--- src/rtl/core/dcrc_pkg.sv ---
// ----------------------------------------------------------------------------
// dcrc_pkg: shared types and constants of the daisy-chain reply checker
// Holds the status codes, register indexes, item and result layouts and the
// CRC-8 byte step (polynomial 0x07, initial value zero).
// ----------------------------------------------------------------------------
package dcrc_pkg;

  // reply buffer depth default; the five-bit stored index covers depths up to 32
  localparam int unsigned ReplyBufferDepthDef = 32;

  // number of configuration registers and their address bits
  localparam int unsigned NumRegs   = 4;
  localparam int unsigned RegIdxW   = 2;
  localparam int unsigned PaddrW    = 4;
  localparam int unsigned PdataW    = 32;

  // frame constants
  localparam logic [7:0] BlockingBit    = 8'h80;
  localparam logic [7:0] FirstByteMask  = 8'h7f;
  localparam logic [7:0] NoReplyWrHead  = 8'h01;
  localparam logic [7:0] NoReplyRdHead  = 8'h00;
  localparam int unsigned WriteReplyLen = 4;
  localparam int unsigned EchoLen       = 3;
  localparam int unsigned ReadExtraLen  = 4;
  localparam logic [7:0] CrcPoly        = 8'h07;

  // result status codes
  typedef enum logic [2:0] {
    ST_IGNORED = 3'd0,
    ST_BUSY    = 3'd1,
    ST_OK      = 3'd2,
    ST_NOREPLY = 3'd3,
    ST_ECHO    = 3'd4,
    ST_CRC     = 3'd5,
    ST_OVF     = 3'd6,
    ST_FERR    = 3'd7
  } status_e;

  // configuration register indexes
  typedef enum logic [RegIdxW-1:0] {
    REG_HEAD     = 2'd0,
    REG_REGISTER = 2'd1,
    REG_COUNT    = 2'd2,
    REG_WR_CRC   = 2'd3
  } reg_idx_e;

  // one input item
  typedef struct packed {
    logic       mode;
    logic [7:0] received_byte;
    logic       framing_error;
    logic       receiver_overrun;
  } item_t;

  // one result item
  typedef struct packed {
    status_e    reply_status;
    logic       reply_done;
    logic [7:0] stored_byte;
    logic [4:0] stored_index;
    logic       stored_valid;
  } result_t;

  // request bytes as seen by the checker
  typedef logic [NumRegs-1:0][7:0] req_t;

  // one byte of CRC-8, msb first
  function automatic logic [7:0] crc8_step(input logic [7:0] crc, input logic [7:0] data);
    logic [7:0] c;
    c = crc ^ data;
    for (int i = 0; i < 8; i++) begin
      if (c[7]) begin
        c = {c[6:0], 1'b0} ^ CrcPoly;
      end else begin
        c = {c[6:0], 1'b0};
      end
    end
    return c;
  endfunction

endpackage

--- src/rtl/core/dcrc_step.sv ---
// ----------------------------------------------------------------------------
// dcrc_step: per-item reply check
// Combinational evaluation of one item against the reply state: error flags, echo,
// length, blocking bit and CRC checks, giving the result and the next state.
// ----------------------------------------------------------------------------
module dcrc_step
  import dcrc_pkg::*;
#(
  parameter int unsigned ReplyBufferDepth = ReplyBufferDepthDef,
  parameter int unsigned CntW             = $clog2(ReplyBufferDepth + 1)
) (
  input  item_t           item_i,
  input  req_t            req_i,
  input  logic [CntW-1:0] count_i,
  input  logic [7:0]      crc_i,
  input  logic            blocking_i,
  input  logic            active_i,
  output logic [CntW-1:0] count_o,
  output logic [7:0]      crc_o,
  output logic            blocking_o,
  output logic            active_o,
  output result_t         res_o
);

  logic [7:0]      data;
  logic [7:0]      crc_cur;
  logic            blk_cur;
  logic [CntW-1:0] cnt_inc;
  logic [8:0]      read_len;

  assign cnt_inc  = count_i + CntW'(1);
  assign read_len = 9'(req_i[REG_COUNT]) + 9'(ReadExtraLen);

  always_comb begin
    count_o    = count_i;
    crc_o      = crc_i;
    blocking_o = blocking_i;
    active_o   = active_i;
    res_o      = '0;
    data       = item_i.received_byte;
    crc_cur    = crc_i;
    blk_cur    = blocking_i;

    if (!item_i.mode) begin
      // start transfer opens a fresh reply
      active_o          = 1'b1;
      count_o           = '0;
      crc_o             = '0;
      blocking_o        = 1'b0;
      res_o.reply_status = ST_BUSY;
    end else if (active_i) begin
      res_o.reply_status = ST_BUSY;
      if (item_i.framing_error) begin
        res_o.reply_status = ST_FERR;
        res_o.reply_done   = 1'b1;
      end else if (item_i.receiver_overrun) begin
        res_o.reply_status = ST_OVF;
        res_o.reply_done   = 1'b1;
      end else begin
        // first byte carries the blocking bit
        if (count_i == '0) begin
          crc_cur    = '0;
          blk_cur    = |(data & BlockingBit);
          data       = data & FirstByteMask;
          crc_o      = '0;
          blocking_o = blk_cur;
        end
        if (count_i >= CntW'(ReplyBufferDepth)) begin
          res_o.reply_status = ST_OVF;
          res_o.reply_done   = 1'b1;
        end else if (count_i < CntW'(EchoLen) && req_i[count_i[RegIdxW-1:0]] != data) begin
          res_o.reply_status = ST_ECHO;
          res_o.reply_done   = 1'b1;
        end else begin
          res_o.stored_byte  = data;
          res_o.stored_index = 5'(count_i);
          res_o.stored_valid = 1'b1;
          count_o            = cnt_inc;
          if (req_i[REG_HEAD][0]) begin
            // write reply: four bytes, last one echoes the request crc
            if (cnt_inc == CntW'(WriteReplyLen)) begin
              res_o.reply_done = 1'b1;
              if (req_i[REG_WR_CRC] != data) begin
                res_o.reply_status = ST_ECHO;
              end else if (req_i[REG_HEAD] == NoReplyWrHead && !blk_cur) begin
                res_o.reply_status = ST_NOREPLY;
              end else begin
                res_o.reply_status = ST_OK;
              end
            end
          end else begin
            // read reply: data bytes then crc
            if (cnt_inc == CntW'(EchoLen) && req_i[REG_HEAD] == NoReplyRdHead && !blk_cur) begin
              res_o.reply_status = ST_NOREPLY;
              res_o.reply_done   = 1'b1;
            end else if (9'(cnt_inc) == read_len) begin
              res_o.reply_status = (crc_cur != data) ? ST_CRC : ST_OK;
              res_o.reply_done   = 1'b1;
            end else begin
              crc_o = crc8_step(crc_cur, data);
            end
          end
        end
      end
      if (res_o.reply_done) begin
        active_o = 1'b0;
      end
    end
  end

endmodule

--- config.mk ---
export PLATFORM = sky130hd
export DESIGN_NAME = dcrc_step
export DESIGN_NICKNAME = d
export VERILOG_FILES = /design/src/rtl/core/dcrc_pkg.sv /design/src/rtl/core/dcrc_step.sv
export SDC_FILE = /design/constraint.sdc
export NUM_CORES = 1
export LEC_CHECK = 0
export ABC_AREA = 0
export BUFFER_PORTS_ARGS = -buffer_cell sky130_fd_sc_hd__buf_2
export CAP_MARGIN = 15
export CORE_AREA = 2 2 84 95
export DETAILED_ROUTE_END_ITERATION = 12
export DIE_AREA = 0 0 86 97
export SLEW_MARGIN = 25
export SYNTH_ARGS = -nofsm -noshare
export SYNTH_HDL_FRONTEND = slang
export SYNTH_SLANG_ARGS = --single-unit
--- constraint.sdc ---
create_clock -name vclk -period 3.39
set_input_delay 0 -clock vclk [all_inputs]
set_output_delay 0 -clock vclk [all_outputs]
set_load 0.005 [all_outputs]
==> reports/qor.csv <==
metric,value,unit
initial_core_util,24.7,%
viasPerCell,5.21,
dpl.hpwl,5.51,mm
criticalPathCategory,in -> out,
crit_family,simple AND/OR/NAND/NOR gates,
post_cts_buffers,0,
critical_path.max_stage_delay,0.57,ns
n_fill_cell,807,
post_drt_wl_per_cell,16.5,um
yosysSeqAreaShare,0,%
coreArea,7310,sq um
die_w,86,um
status,"complete, no violations",
drtAntennaViolNets,0,
tightest_slew,0.614,ns
grt_setup_unrepaired,false,
path_cells,"buf_2, nor4_4, nand2_2, nand2_1, xor2_1, ha_1, xor2_1, o211a_1, a221oi_1, buf_2",
cp-start-kind,primary input,
yosysTopAreaCellShare,13.1,%
fin_crit,2.46,ns
layout_setup_ws,0.927,ns
worstPathMaxFanout,10,
synthTopCellsByArea,"xor2_1 (13%), xnor2_1 (12%), mux4_2 (7.5%), ha_1 (6.3%), and2_1 (4.9%)",
finalSetupTns,0,ns
antenna_found_initial,0,
gp_congestion,0.877,
cts_resized,0,
first_global_vias,2130,
io_buffers,93,
grt_usage,15.9,%
layout-drive-gt1-share,36.5,%
multi_input_area,1680,sq um
grt_max_degree,19,
syn_area,1800,sq um
holdWs,0.371,ns
route.detailed.drc,0,
ys.warnings.count,0,
hold_violations,0,
worstPathArrival,2.46,ns
place_ws,0.965,ns
netlist_instances,237,
antenna_cells,0,
regArea,0,sq um
peakVddDrop,43.2,uV
synth_cell_types,50,
firstDrtPassIters,4,
yosysTopAreaCell,xor2_1,
die-area,8340,sq um
nets,385,
nFlopsAndLatches,0,
rows,33,
cp-end-kind,primary output,
hold_class,in -> out,
power,308,uW
synth_area_per_cell,7.60,sq um
leakage,0.00108,uW
dr.first_iter.drc_count,139,
clock_buffers,0,
path_buf_inv,2,
crit_required,3.39,ns
cts_hold_buffers,0,
overflow,0,
max_freq,406,MHz
netlist_top_cells_count,"xor2_1 (27), xnor2_1 (25), nand2_1 (17)",
synthToLayoutAreaGrowth,26.6,%
wl,6.63,mm
cp_slowest_cell,nor4_4,
fin_crit_sh,72.7,%
relSlewSlack,58.9,%
setup_viol,0,
grt_first_pass_wirelength,11.1,mm
powerDensity,135,nW/um^2
io_pins,93,
cap_violations,0,
synth_nets,305,
num_vias,2096,
drv_slew,0,
yosysMostFrequentCell,xor2_1,
fp.dieH,97,um
final timing paths:
| path | slack (ns) | start | to | depth (start not counted) |
|---|---|---|---|---|
| max | 0.93 | count_i[3] | crc_o[7] | 10 |
| min | 0.37 | item_i[1] | res_o[15] | 4 |
per-stage QoR:
stage          std cells  utilization [%]  area (sq um)
3_5_place_dp         402             31.2          2280
3_3_place_gp         402             31.2          2280
4_1_cts              402             31.2          2280
6_report             402             31.2          2280
2_1_floorplan        237                -          1800
5_1_grt              402             31.2          2280
cell families after synthesis:
| group | after synthesis | synth area share (%) |
|---|---|---|
| XOR/XNOR | 54 | 28.1 |
| multiplexers | 11 | 10.3 |
| adder cells (fa/ha/maj) | 9 | 6.25 |
| AO/OA/AOI/OAI | 48 | 19.9 |
| AND/OR/NAND/NOR | 93 | 28.6 |
| buffers and inverters | 22 | 6.94 |
layout make-up:
type / count / area share [%]
Inverter: 6 / 0.987
Multi-Input combinational cell: 215 / 73.5
Tap cell: 87 / 4.77
Timing Repair Buffer: 94 / 20.7
routing by layer:
| layer | track usage (%) | wire, um | vias up |
|---|---|---|---|
| met5 | 0 | 0 | - |
| met4 | 1.22 | 19 | 0 |
| met3 | 1.45 | 351 | 2 |
| met2 | 27.2 | 3210 | 71 |
| met1 | 22.5 | 3050 | 1008 |
| li1 | - | - | 1015 |
power by group:
group / switching (uW) / leakage [uW] / internal (uW)
clock network: 0 / 0 / 0
logic: 166 / 0.00108 / 142
registers: 0 / 0 / 0
layout by cell type (no fill, tap or decap), drive strengths merged, types with 5 or more instances in the layout:
| master | count |
|---|---|
| nor4 | 5 |
| nor3 | 7 |
| and2 | 14 |
| xor2 | 28 |
| a21oi | 14 |
| mux4 | 6 |
| a21boi | 5 |
| inv | 5 |
| nand4 | 6 |
| nor2 | 13 |
| o211ai | 5 |
| mux2i | 5 |
| buf | 94 |
| nand2 | 19 |
| ha | 9 |
| xnor2 | 25 |
| o21ai | 5 |
| nand3 | 13 |
(Power assumes the default switching activity.)
